$ cat src/hdl/ita_pkg.sv
// ----------------------------------------------------------------------------
// ita_pkg
// Shared types, constants and character tables of the integer to ascii
// formatter.
// ----------------------------------------------------------------------------
package ita_pkg;

   // command codes
   localparam logic [1:0] CMD_DEC       = 2'd0;
   localparam logic [1:0] CMD_HEX_LOWER = 2'd1;
   localparam logic [1:0] CMD_HEX_UPPER = 2'd2;
   localparam logic [1:0] CMD_POINTER   = 2'd3;

   // digit register geometry
   localparam int NumDigits    = 20;
   localparam int DigitRegBits = 4 * NumDigits;
   localparam int ValueBits    = 64;
   localparam int DabbleSteps  = ValueBits;

   typedef logic [3:0] digit_type;
   typedef logic [7:0] char_type;

   typedef enum logic [2:0] {
      ST_IDLE,
      ST_DABBLE,
      ST_PREFIX,
      ST_SKIP,
      ST_DIGITS
   } state_type;

   typedef enum logic [1:0] {
      PFX_NONE,
      PFX_MINUS,
      PFX_HEX,
      PFX_NIL
   } prefix_type;

   // operations requested from the digit unit
   typedef struct packed {
      logic load_dec;
      logic load_hex;
      logic step;
      logic shift;
   } unit_ctl_type;

   // digit value to ascii
   function automatic char_type digit_char(input digit_type d, input logic upper);
      char_type c;
      if (d < 4'd10) begin
         c = 8'h30 + {4'd0, d};
      end else if (upper) begin
         c = 8'h41 + {4'd0, d - 4'd10};
      end else begin
         c = 8'h61 + {4'd0, d - 4'd10};
      end
      return c;
   endfunction

   // index of the final prefix character
   function automatic logic [2:0] prefix_last_idx(input prefix_type kind);
      logic [2:0] n;
      unique case (kind)
         PFX_HEX: n = 3'd1;
         PFX_NIL: n = 3'd4;
         default: n = 3'd0;
      endcase
      return n;
   endfunction

   // prefix characters: "-", "0x", "(nil)"
   function automatic char_type prefix_char(input prefix_type kind, input logic [2:0] idx);
      char_type c;
      unique case (kind)
         PFX_MINUS: c = 8'h2d;
         PFX_HEX:   c = (idx == 3'd0) ? 8'h30 : 8'h78;
         PFX_NIL: begin
            unique case (idx)
               3'd0:    c = 8'h28;
               3'd1:    c = 8'h6e;
               3'd2:    c = 8'h69;
               3'd3:    c = 8'h6c;
               default: c = 8'h29;
            endcase
         end
         default:   c = 8'h30;
      endcase
      return c;
   endfunction

endpackage

$ cat src/hdl/ita_if.sv
// ----------------------------------------------------------------------------
// ita interfaces
// Valid/ready channels for formatter requests and character responses.
// ----------------------------------------------------------------------------

// request channel: command and operand
interface ita_req_if;
   logic        valid;
   logic        ready;
   logic [1:0]  cmd;
   logic [63:0] value;

   modport source (output valid, output cmd, output value, input ready);
   modport sink   (input valid, input cmd, input value, output ready);
endinterface

// response channel: one character per transaction
interface ita_rsp_if;
   logic       valid;
   logic       ready;
   logic [7:0] char_out;
   logic       last;

   modport source (output valid, output char_out, output last, input ready);
   modport sink   (input valid, input char_out, input last, output ready);
endinterface

$ cat src/hdl/integer_to_ascii_formatter_top.sv
// ----------------------------------------------------------------------------
// integer_to_ascii_formatter_top
// Formats a 64-bit operand as signed decimal, hex or pointer ascii text.
// ----------------------------------------------------------------------------
// One request is handled at a time; req_if.ready is high only while idle, and
// a request is taken in an idle cycle. Decimal requests then run through the
// shared double-dabble shift unit (one operand bit per cycle); hex and
// pointer requests load their nibbles in the accept cycle itself. The 20-digit
// register then skips leading zeros (one digit per cycle) and emits the
// remaining digits (one per cycle while the sink takes them). A sign or
// prefix character goes out ahead of the digits, and a nil pointer gives
// its prefix text alone. The final character of each text carries last.
module integer_to_ascii_formatter_top #(
   parameter int PTR_DIGITS = 16
) (
   input  logic        clock,
   input  logic        reset,
   ita_req_if.sink     req_if,
   ita_rsp_if.source   rsp_if
);

   ita_pkg::unit_ctl_type unit_ctl;
   ita_pkg::digit_type    top_digit;
   logic                  ptr_zero;

   // shared conversion unit
   ita_digit_unit #(
      .PTR_DIGITS (PTR_DIGITS)
   ) u_digit_unit (
      .clock      (clock),
      .reset      (reset),
      .ctl        (unit_ctl),
      .load_cmd   (req_if.cmd),
      .load_value (req_if.value),
      .top_digit  (top_digit),
      .ptr_zero   (ptr_zero)
   );

   // sequencer and response stage
   ita_ctrl u_ctrl (
      .clock     (clock),
      .reset     (reset),
      .req_valid (req_if.valid),
      .req_cmd   (req_if.cmd),
      .req_sign  (req_if.value[63]),
      .ptr_zero  (ptr_zero),
      .top_digit (top_digit),
      .req_ready (req_if.ready),
      .unit_ctl  (unit_ctl),
      .rsp_valid (rsp_if.valid),
      .rsp_char  (rsp_if.char_out),
      .rsp_last  (rsp_if.last),
      .rsp_ready (rsp_if.ready)
   );

endmodule

$ cat src/hdl/ita_digit_unit.sv
// ----------------------------------------------------------------------------
// ita_digit_unit
// Shared shift unit: double-dabble binary to bcd conversion one bit per
// cycle, direct nibble load for hex, and digit shift-out from the top.
// ----------------------------------------------------------------------------
module ita_digit_unit #(
   parameter int PTR_DIGITS = 16
) (
   input  logic                   clock,
   input  logic                   reset,
   input  ita_pkg::unit_ctl_type  ctl,
   input  logic [1:0]             load_cmd,
   input  logic [63:0]            load_value,
   output ita_pkg::digit_type     top_digit,
   output logic                   ptr_zero
);

   localparam int PtrBits = 4 * PTR_DIGITS;
   localparam logic [63:0] PtrMask = {64{1'b1}} >> (64 - PtrBits);

   logic [ita_pkg::ValueBits-1:0]    work_ff, work_in;
   logic [ita_pkg::DigitRegBits-1:0] digits_ff, digits_in;
   logic [ita_pkg::DigitRegBits-1:0] adjusted;
   logic [63:0]                      magnitude;
   logic [63:0]                      hex_value;

   // operand forms for loading
   assign magnitude = load_value[63] ? (64'd0 - load_value) : load_value;
   assign hex_value = (load_cmd == ita_pkg::CMD_POINTER) ? (load_value & PtrMask)
                                                         : {32'd0, load_value[31:0]};
   assign ptr_zero  = ((load_value & PtrMask) == 64'd0);

   // add three to every bcd digit of five or more
   always_comb begin
      for (int i = 0; i < ita_pkg::NumDigits; i++) begin
         adjusted[4*i +: 4] = (digits_ff[4*i +: 4] >= 4'd5) ? (digits_ff[4*i +: 4] + 4'd3)
                                                            : digits_ff[4*i +: 4];
      end
   end

   // next value of the working registers
   always_comb begin
      work_in   = work_ff;
      digits_in = digits_ff;
      priority if (ctl.load_dec) begin
         work_in   = magnitude;
         digits_in = '0;
      end else if (ctl.load_hex) begin
         digits_in = {16'd0, hex_value};
      end else if (ctl.step) begin
         work_in   = {work_ff[62:0], 1'b0};
         digits_in = {adjusted[ita_pkg::DigitRegBits-2:0], work_ff[63]};
      end else if (ctl.shift) begin
         digits_in = {digits_ff[ita_pkg::DigitRegBits-5:0], 4'd0};
      end
   end

   always_ff @(posedge clock) begin
      if (reset) begin
         work_ff <= '0;
      end else begin
         work_ff <= work_in;
      end
      digits_ff <= digits_in;
   end

   assign top_digit = digits_ff[ita_pkg::DigitRegBits-1 -: 4];

endmodule

$ cat src/hdl/ita_ctrl.sv
// ----------------------------------------------------------------------------
// ita_ctrl
// Sequencer: runs the conversion, emits prefix, skips leading zeros and
// emits digits through a registered response stage.
// ----------------------------------------------------------------------------
module ita_ctrl (
   input  logic                   clock,
   input  logic                   reset,
   input  logic                   req_valid,
   input  logic [1:0]             req_cmd,
   input  logic                   req_sign,
   input  logic                   ptr_zero,
   input  ita_pkg::digit_type     top_digit,
   output logic                   req_ready,
   output ita_pkg::unit_ctl_type  unit_ctl,
   output logic                   rsp_valid,
   output logic [7:0]             rsp_char,
   output logic                   rsp_last,
   input  logic                   rsp_ready
);

   ita_pkg::state_type  state_ff, state_in;
   ita_pkg::prefix_type kind_ff, kind_in;
   logic                upper_ff, upper_in;
   logic [2:0]          pfx_idx_ff, pfx_idx_in;
   logic [5:0]          iter_ff, iter_in;
   logic [4:0]          remain_ff, remain_in;
   logic                rsp_valid_ff, rsp_valid_in;
   logic [7:0]          rsp_char_ff, rsp_char_in;
   logic                rsp_last_ff, rsp_last_in;
   logic                accept;
   logic                out_free;
   logic                pfx_done;
   logic                skip_more;

   assign accept    = req_valid && (state_ff == ita_pkg::ST_IDLE);
   assign out_free  = !rsp_valid_ff || rsp_ready;
   assign pfx_done  = (pfx_idx_ff == ita_pkg::prefix_last_idx(kind_ff));
   assign skip_more = (top_digit == 4'd0) && (remain_ff > 5'd1);

   // next state
   always_comb begin
      state_in = state_ff;
      unique case (state_ff)
         ita_pkg::ST_IDLE: begin
            if (accept) begin
               priority if (req_cmd == ita_pkg::CMD_DEC) state_in = ita_pkg::ST_DABBLE;
               else if (req_cmd == ita_pkg::CMD_POINTER) state_in = ita_pkg::ST_PREFIX;
               else state_in = ita_pkg::ST_SKIP;
            end
         end
         ita_pkg::ST_DABBLE: begin
            if (iter_ff == 6'(ita_pkg::DabbleSteps - 1)) begin
               state_in = (kind_ff == ita_pkg::PFX_MINUS) ? ita_pkg::ST_PREFIX
                                                          : ita_pkg::ST_SKIP;
            end
         end
         ita_pkg::ST_PREFIX: begin
            if (out_free && pfx_done) begin
               state_in = (kind_ff == ita_pkg::PFX_NIL) ? ita_pkg::ST_IDLE
                                                        : ita_pkg::ST_SKIP;
            end
         end
         ita_pkg::ST_SKIP: begin
            if (!skip_more) state_in = ita_pkg::ST_DIGITS;
         end
         ita_pkg::ST_DIGITS: begin
            if (out_free && (remain_ff == 5'd1)) state_in = ita_pkg::ST_IDLE;
         end
         default: state_in = ita_pkg::ST_IDLE;
      endcase
   end

   // datapath controls and register updates
   always_comb begin
      kind_in      = kind_ff;
      upper_in     = upper_ff;
      pfx_idx_in   = pfx_idx_ff;
      iter_in      = iter_ff;
      remain_in    = remain_ff;
      rsp_valid_in = rsp_valid_ff && !rsp_ready;
      rsp_char_in  = rsp_char_ff;
      rsp_last_in  = rsp_last_ff;
      unit_ctl     = '0;
      unique case (state_ff)
         ita_pkg::ST_IDLE: begin
            if (accept) begin
               pfx_idx_in = 3'd0;
               iter_in    = 6'd0;
               remain_in  = 5'(ita_pkg::NumDigits);
               upper_in   = (req_cmd == ita_pkg::CMD_HEX_UPPER);
               priority if (req_cmd == ita_pkg::CMD_DEC) begin
                  kind_in           = req_sign ? ita_pkg::PFX_MINUS : ita_pkg::PFX_NONE;
                  unit_ctl.load_dec = 1'b1;
               end else if (req_cmd == ita_pkg::CMD_POINTER) begin
                  kind_in           = ptr_zero ? ita_pkg::PFX_NIL : ita_pkg::PFX_HEX;
                  unit_ctl.load_hex = 1'b1;
               end else begin
                  kind_in           = ita_pkg::PFX_NONE;
                  unit_ctl.load_hex = 1'b1;
               end
            end
         end
         ita_pkg::ST_DABBLE: begin
            unit_ctl.step = 1'b1;
            iter_in       = iter_ff + 6'd1;
         end
         ita_pkg::ST_PREFIX: begin
            if (out_free) begin
               rsp_valid_in = 1'b1;
               rsp_char_in  = ita_pkg::prefix_char(kind_ff, pfx_idx_ff);
               rsp_last_in  = pfx_done && (kind_ff == ita_pkg::PFX_NIL);
               pfx_idx_in   = pfx_idx_ff + 3'd1;
            end
         end
         ita_pkg::ST_SKIP: begin
            if (skip_more) begin
               unit_ctl.shift = 1'b1;
               remain_in      = remain_ff - 5'd1;
            end
         end
         ita_pkg::ST_DIGITS: begin
            if (out_free) begin
               rsp_valid_in   = 1'b1;
               rsp_char_in    = ita_pkg::digit_char(top_digit, upper_ff);
               rsp_last_in    = (remain_ff == 5'd1);
               unit_ctl.shift = 1'b1;
               remain_in      = remain_ff - 5'd1;
            end
         end
         default: begin
         end
      endcase
   end

   always_ff @(posedge clock) begin
      if (reset) begin
         state_ff     <= ita_pkg::ST_IDLE;
         rsp_valid_ff <= 1'b0;
         remain_ff    <= '0;
         iter_ff      <= '0;
      end else begin
         state_ff     <= state_in;
         rsp_valid_ff <= rsp_valid_in;
         remain_ff    <= remain_in;
         iter_ff      <= iter_in;
      end
      kind_ff     <= kind_in;
      upper_ff    <= upper_in;
      pfx_idx_ff  <= pfx_idx_in;
      rsp_char_ff <= rsp_char_in;
      rsp_last_ff <= rsp_last_in;
   end

   assign req_ready = (state_ff == ita_pkg::ST_IDLE);
   assign rsp_valid = rsp_valid_ff;
   assign rsp_char  = rsp_char_ff;
   assign rsp_last  = rsp_last_ff;

   // accepted transaction always starts work
   a_accept_busy: assert property (@(posedge clock) disable iff (reset)
      accept |=> state_ff != ita_pkg::ST_IDLE)
      else $error("idle right after accepting a transaction");

   // digit phases always have a digit left
   a_remain_nonzero: assert property (@(posedge clock) disable iff (reset)
      (state_ff == ita_pkg::ST_SKIP || state_ff == ita_pkg::ST_DIGITS) |-> remain_ff != 5'd0)
      else $error("digit phase with no digits left");

   // conversion counter advances by one each cycle
   a_dabble_count: assert property (@(posedge clock) disable iff (reset)
      (state_ff == ita_pkg::ST_DABBLE && iter_ff != 6'(ita_pkg::DabbleSteps - 1))
      |=> (state_ff == ita_pkg::ST_DABBLE && iter_ff == $past(iter_ff) + 6'd1))
      else $error("conversion counter skipped");

   // leaving the digit phase puts the final character in the output stage
   a_end_last: assert property (@(posedge clock) disable iff (reset)
      ($past(state_ff) == ita_pkg::ST_DIGITS && state_ff == ita_pkg::ST_IDLE)
      |-> (rsp_valid_ff && rsp_last_ff))
      else $error("text ended without a final character");

endmodule

$ cat src/flat_wrapper.sv
// flat-port wrapper written by rule: the top's interface ports become plain ports
module integer_to_ascii_formatter_top_flat 
#(
   parameter int PTR_DIGITS = 16
)
  (clock, reset, req_if_valid, req_if_cmd, req_if_value, req_if_ready, rsp_if_valid, rsp_if_char_out, rsp_if_last, rsp_if_ready);
  ita_req_if req_if_i ();
  ita_rsp_if rsp_if_i ();
  input  logic clock;
  input  logic reset;
  input wire logic [$bits(req_if_i.valid)-1:0] req_if_valid;
  input wire logic [$bits(req_if_i.cmd)-1:0] req_if_cmd;
  input wire logic [$bits(req_if_i.value)-1:0] req_if_value;
  output wire logic [$bits(req_if_i.ready)-1:0] req_if_ready;
  output wire logic [$bits(rsp_if_i.valid)-1:0] rsp_if_valid;
  output wire logic [$bits(rsp_if_i.char_out)-1:0] rsp_if_char_out;
  output wire logic [$bits(rsp_if_i.last)-1:0] rsp_if_last;
  input wire logic [$bits(rsp_if_i.ready)-1:0] rsp_if_ready;
  assign req_if_i.valid = req_if_valid;
  assign req_if_i.cmd = req_if_cmd;
  assign req_if_i.value = req_if_value;
  assign req_if_ready = req_if_i.ready;
  assign rsp_if_valid = rsp_if_i.valid;
  assign rsp_if_char_out = rsp_if_i.char_out;
  assign rsp_if_last = rsp_if_i.last;
  assign rsp_if_i.ready = rsp_if_ready;
  integer_to_ascii_formatter_top #(.PTR_DIGITS(PTR_DIGITS)) u_core (.clock(clock), .reset(reset), .req_if(req_if_i), .rsp_if(rsp_if_i));
endmodule
$ cat config.mk
export PLATFORM = sky130hd
export DESIGN_NAME = integer_to_ascii_formatter_top_flat
export DESIGN_NICKNAME = d
export VERILOG_FILES = /design/src/hdl/ita_pkg.sv /design/src/hdl/ita_if.sv /design/src/hdl/integer_to_ascii_formatter_top.sv /design/src/hdl/ita_digit_unit.sv /design/src/hdl/ita_ctrl.sv /design/src/flat_wrapper.sv
export SDC_FILE = /design/constraint.sdc
export NUM_CORES = 1
export LEC_CHECK = 0
export ABC_AREA = 1
export BUFFER_PORTS_ARGS = -buffer_cell sky130_fd_sc_hd__buf_4
export CORE_ASPECT_RATIO = 1.25
export CORE_MARGIN = 3
export CORE_UTILIZATION = 63
export CTS_BUF_LIST = sky130_fd_sc_hd__clkbuf_8
export DETAILED_ROUTE_END_ITERATION = 10
export HOLD_SLACK_MARGIN = 0.03
export PLACE_DENSITY = 0.82
export RECOVER_POWER = 100
export SKIP_LAST_GASP = 1
export SLEW_MARGIN = 10
export SYNTH_ARGS = -nofsm -noshare
export SYNTH_HDL_FRONTEND = slang
export SYNTH_SLANG_ARGS = --single-unit
$ cat constraint.sdc
create_clock -name clock -period 2.2 [get_ports clock]
set_clock_uncertainty 0.1 [all_clocks]
set_input_delay 0.11 -clock clock [delete_from_list [all_inputs] [get_ports clock]]
set_output_delay 0.11 -clock clock [all_outputs]
set_load 0.05 [all_outputs]
==> impl_results.md <==
- Endpoints failing hold: 0
- Max VDD drop: 0.6756 mV
- Initial DRC Count: 1767
- Share of layout cells above drive strength 1: 9.322%
- R2R Path Start: u_core.u_ctrl.iter_ff[0]$_SDFFE_PP0P_
- I/O pin cnt: 81
- Final slew viol count: 0
- Cell count after synthesis: 1985
- EDFF count, synth: 14
- Simple-gate share of the synthesized area: 28.57%
- Most common cell after layout, fill and taps aside: nand2_1
- Finished Core Util: 74.44%
- GRT Overall Usage: 36.93%
- Synth Area in Compound Gates: 24.95%
- Rows: 57
- Adder-cell share of the synthesized area: 5.195%
- Clk slew on worst S/H paths: 0.10 ns
- Hold/Removal Path Class: in -> reg
- Post-detail-place hpwl: 29.01 mm
- Die width: 132.1 um
- DR DRC count: 0
- Fill count: 1677
- Antenna cells: 0
- Drt pass-1 iters: 7
- Nets: 2233
- Achievable Freq: 0.4657 GHz
- Htree depth: 4
- Final setup fails: 0
- DRT Wirelength: 40.91 mm
- Total gr overflow: 0
- Hold wc startpoint: req_if_value[63]
- Die Area: 21620 sq um
- Synth warn: 0
- Post-synth top flop: dfxtp_1
- PD cells: 1193 nW/um^2
- Die Span Y: 163.6 um
- Largest family of logic cells by synthesized area: simple AND/OR/NAND/NOR gates
- Largest net degree at the start of global routing: 77
- Starting Density: 64.33%
- Area growth syn-to-layout: 15.72%
- TNS Setup: 0 ns
- Sequential share of the synthesized area: 28.77%
- Storage cell area: 3606 sq um
- Tmin final: 2.147 ns
- Via count: 14230
- CTS Buf Count: 17
- Vias in the first global route: 13190
- CTS Root Cell: clkbuf_8
- Area after DPL: 13450 sq um
- R2R Path End: u_core.u_ctrl.state_ff[0]$_SDFFE_PP0P_
- Hold path cells: 4
- Slew @ Worst Pin: 0.6758 ns
- Clk Latency, worst-skew pair: 0.49 ns
- Synth Net Count: 2107
- Area occupied by multi-input gates: 7745 sq um
- Critical path data arrival time: 2.40 ns
- Initial antenna violation count: 0
- Hold endpoint: u_core.u_digit_unit.work_ff[30]$_SDFFE_PP0P_
- TritonCTS clock tree: built
- R2r setup slk: 0.08 ns
- Port Buf Inserts: 79
- R2r worst-path depth: 10
- Final period utilization: 97.61%
- CP Launch Type: primary input
- Most frequent cells in the layout: nand2_1 (430), o21ai_0 (244), nor2_1 (237)
- First-pass GRT wire length: 65.34 mm
- Placed cells: 2289
- Maxcap violations: 0
- Final hold slack: 0.1571 ns
- Non-filler cells in the finished layout: 2389
- Final RePlAce weighted congestion: 1.019
- Status: finished, final reports clean
- Core ar.: 19470 sq um
- Vias per cell: 5.955
- Post-synthesis mux area share: 0%
- Netlist cell types: 54
- Post-synth ARST share: 0%
- Post-Syn Area: 12520 sq um
- Crit path required time: 2.46 ns
- Worst-path maximum fanout: 5
- Leakage: 6.074 nW
- DR WL/cell: 17.12 um
- Post-route cell area: 14490 sq um
- WS Path Type: in -> reg
- Synth Area in XOR/XNOR: 2.797%
- Element type at the critical path end: flip-flop
- Final antenna-violating net count: 0
- Max clock buf depth: 2
- Slew HR: 54.95%
- Register bit total from synthesis: 173
- Syn_area_per_cell: 6.310 sq um
- Clock sink count: 173
-- flip-flops by register name (all words and copies together) (netlist names), 2 cells and up --
| register | flops |
|---|---|
| u_core.u_ctrl.iter_ff | 6 |
| u_core.u_ctrl.kind_ff | 2 |
| u_core.u_ctrl.pfx_idx_ff | 3 |
| u_core.u_ctrl.remain_ff | 5 |
| u_core.u_ctrl.rsp_char | 7 |
| u_core.u_ctrl.state_ff | 3 |
| u_core.u_digit_unit.digits_ff | 80 |
| u_core.u_digit_unit.work_ff | 64 |
-- Yosys cell counts (all sizes together) (27+ instances only) --
cell	instances	area, sq um
nand3	142	723.2
nor2	246	975.9
nand2	438	1677
buf	67	390.4
ha	52	650.6
xor2	37	324.1
o21ai	250	1255
dfxtp	159	3183
a21oi	230	1151
a31oi	27	168.9
clkbuf	29	108.9
inv	188	710.7
-- repair_timing --
item                       CTS  global route
pin swaps                    0             3
hold buffers                67             0
setup endpoints to repair    2           101
resized for setup            1            18
hold endpoints to repair   120             0
setup buffers                0             1
-- metal layers --
metal  track usage (%)  share of wire, %  vias up
met5                 0                 0        -
met4             17.72               4.8        0
met2             62.49                47      732
met1             46.72                40     6464
met3             4.837               8.6      140
li1                  -                 -     6890
-- final cells by class --
cell class | count | share of cell area [%]
multi-input cells | 1527 | 53.44
flip-flops and latches | 173 | 24.88
repair buffers | 203 | 11.75
inverters | 189 | 4.964
well taps | 265 | 2.288
clock buffers | 17 | 1.614
clock inverters | 15 | 1.070
-- cells by family (layout without fill, tap and decap cells) --
kind of cell | count (synthesis) | count (layout)
AOI/OAI and AO/OA | 577 | 577
adders and majority gates | 52 | 52
DFF | 173 | 173
and+or+nand+nor | 857 | 857
buffers and inverters | 285 | 424
xor gates and xnor gates | 40 | 40
other | 1 | 1
-- worst max-delay path by stage --
| stage | from | slack, ns | to | depth (start not counted) |
|---|---|---|---|---|
| 2_1_floorplan | u_core.u_ctrl.state_ff[0]$_SDFFE_PP0P_ | 0.23 | u_core.u_digit_unit.work_ff[7]$_SDFFE_PP0P_ | 10 |
| 3_3_place_gp | u_core.u_ctrl.state_ff[0]$_SDFFE_PP0P_ | 0.1 | u_core.u_digit_unit.work_ff[40]$_SDFFE_PP0P_ | 12 |
| 3_5_place_dp | u_core.u_ctrl.state_ff[0]$_SDFFE_PP0P_ | -0.01 | u_core.u_digit_unit.digits_ff[61]$_SDFFE_PP0P_ | 10 |
| 4_1_cts | u_core.u_ctrl.state_ff[0]$_SDFFE_PP0P_ | 0.03 | u_core.u_digit_unit.work_ff[57]$_SDFFE_PP0P_ | 12 |
| 5_1_grt | req_if_value[1] | -0.006 | u_core.u_digit_unit.work_ff[44]$_SDFFE_PP0P_ | 15 |
| 6_report | req_if_value[2] | 0.05 | u_core.u_digit_unit.work_ff[55]$_SDFFE_PP0P_ | 13 |
-- critical path, stage by stage --
cell           delay (ns)
dlygate4sd3_1        0.55
clkbuf_4             0.15
inv_1                0.16
nand3_1              0.18
nor2_1               0.18
nand2_1              0.21
a21oi_1              0.30
buf_4                0.19
nand2_1              0.05
nand2_1              0.07
nand3_1              0.10
nand2_1              0.10
a21oi_1              0.06
-- report_power, final --
part	leakage, nW	internal [mW]	switching, mW
clock network	0.199	0.851	1.44
registers	1.45	4.41	1.05
logic	4.43	3.48	6.07
-- metrics by stage --
| step | worst slack [ns] | power [mW] |
|---|---|---|
| after floorplan | 0.2267 | 12.49 |
| after global placement | 0.09704 | 14.46 |
| after detailed placement | -0.01111 | 14.81 |
| after CTS | 0.03437 | 17.23 |
| after global routing | -0.005754 | 18.81 |
| final | 0.05256 | 17.30 |
Power figures use the tool's default switching activity.
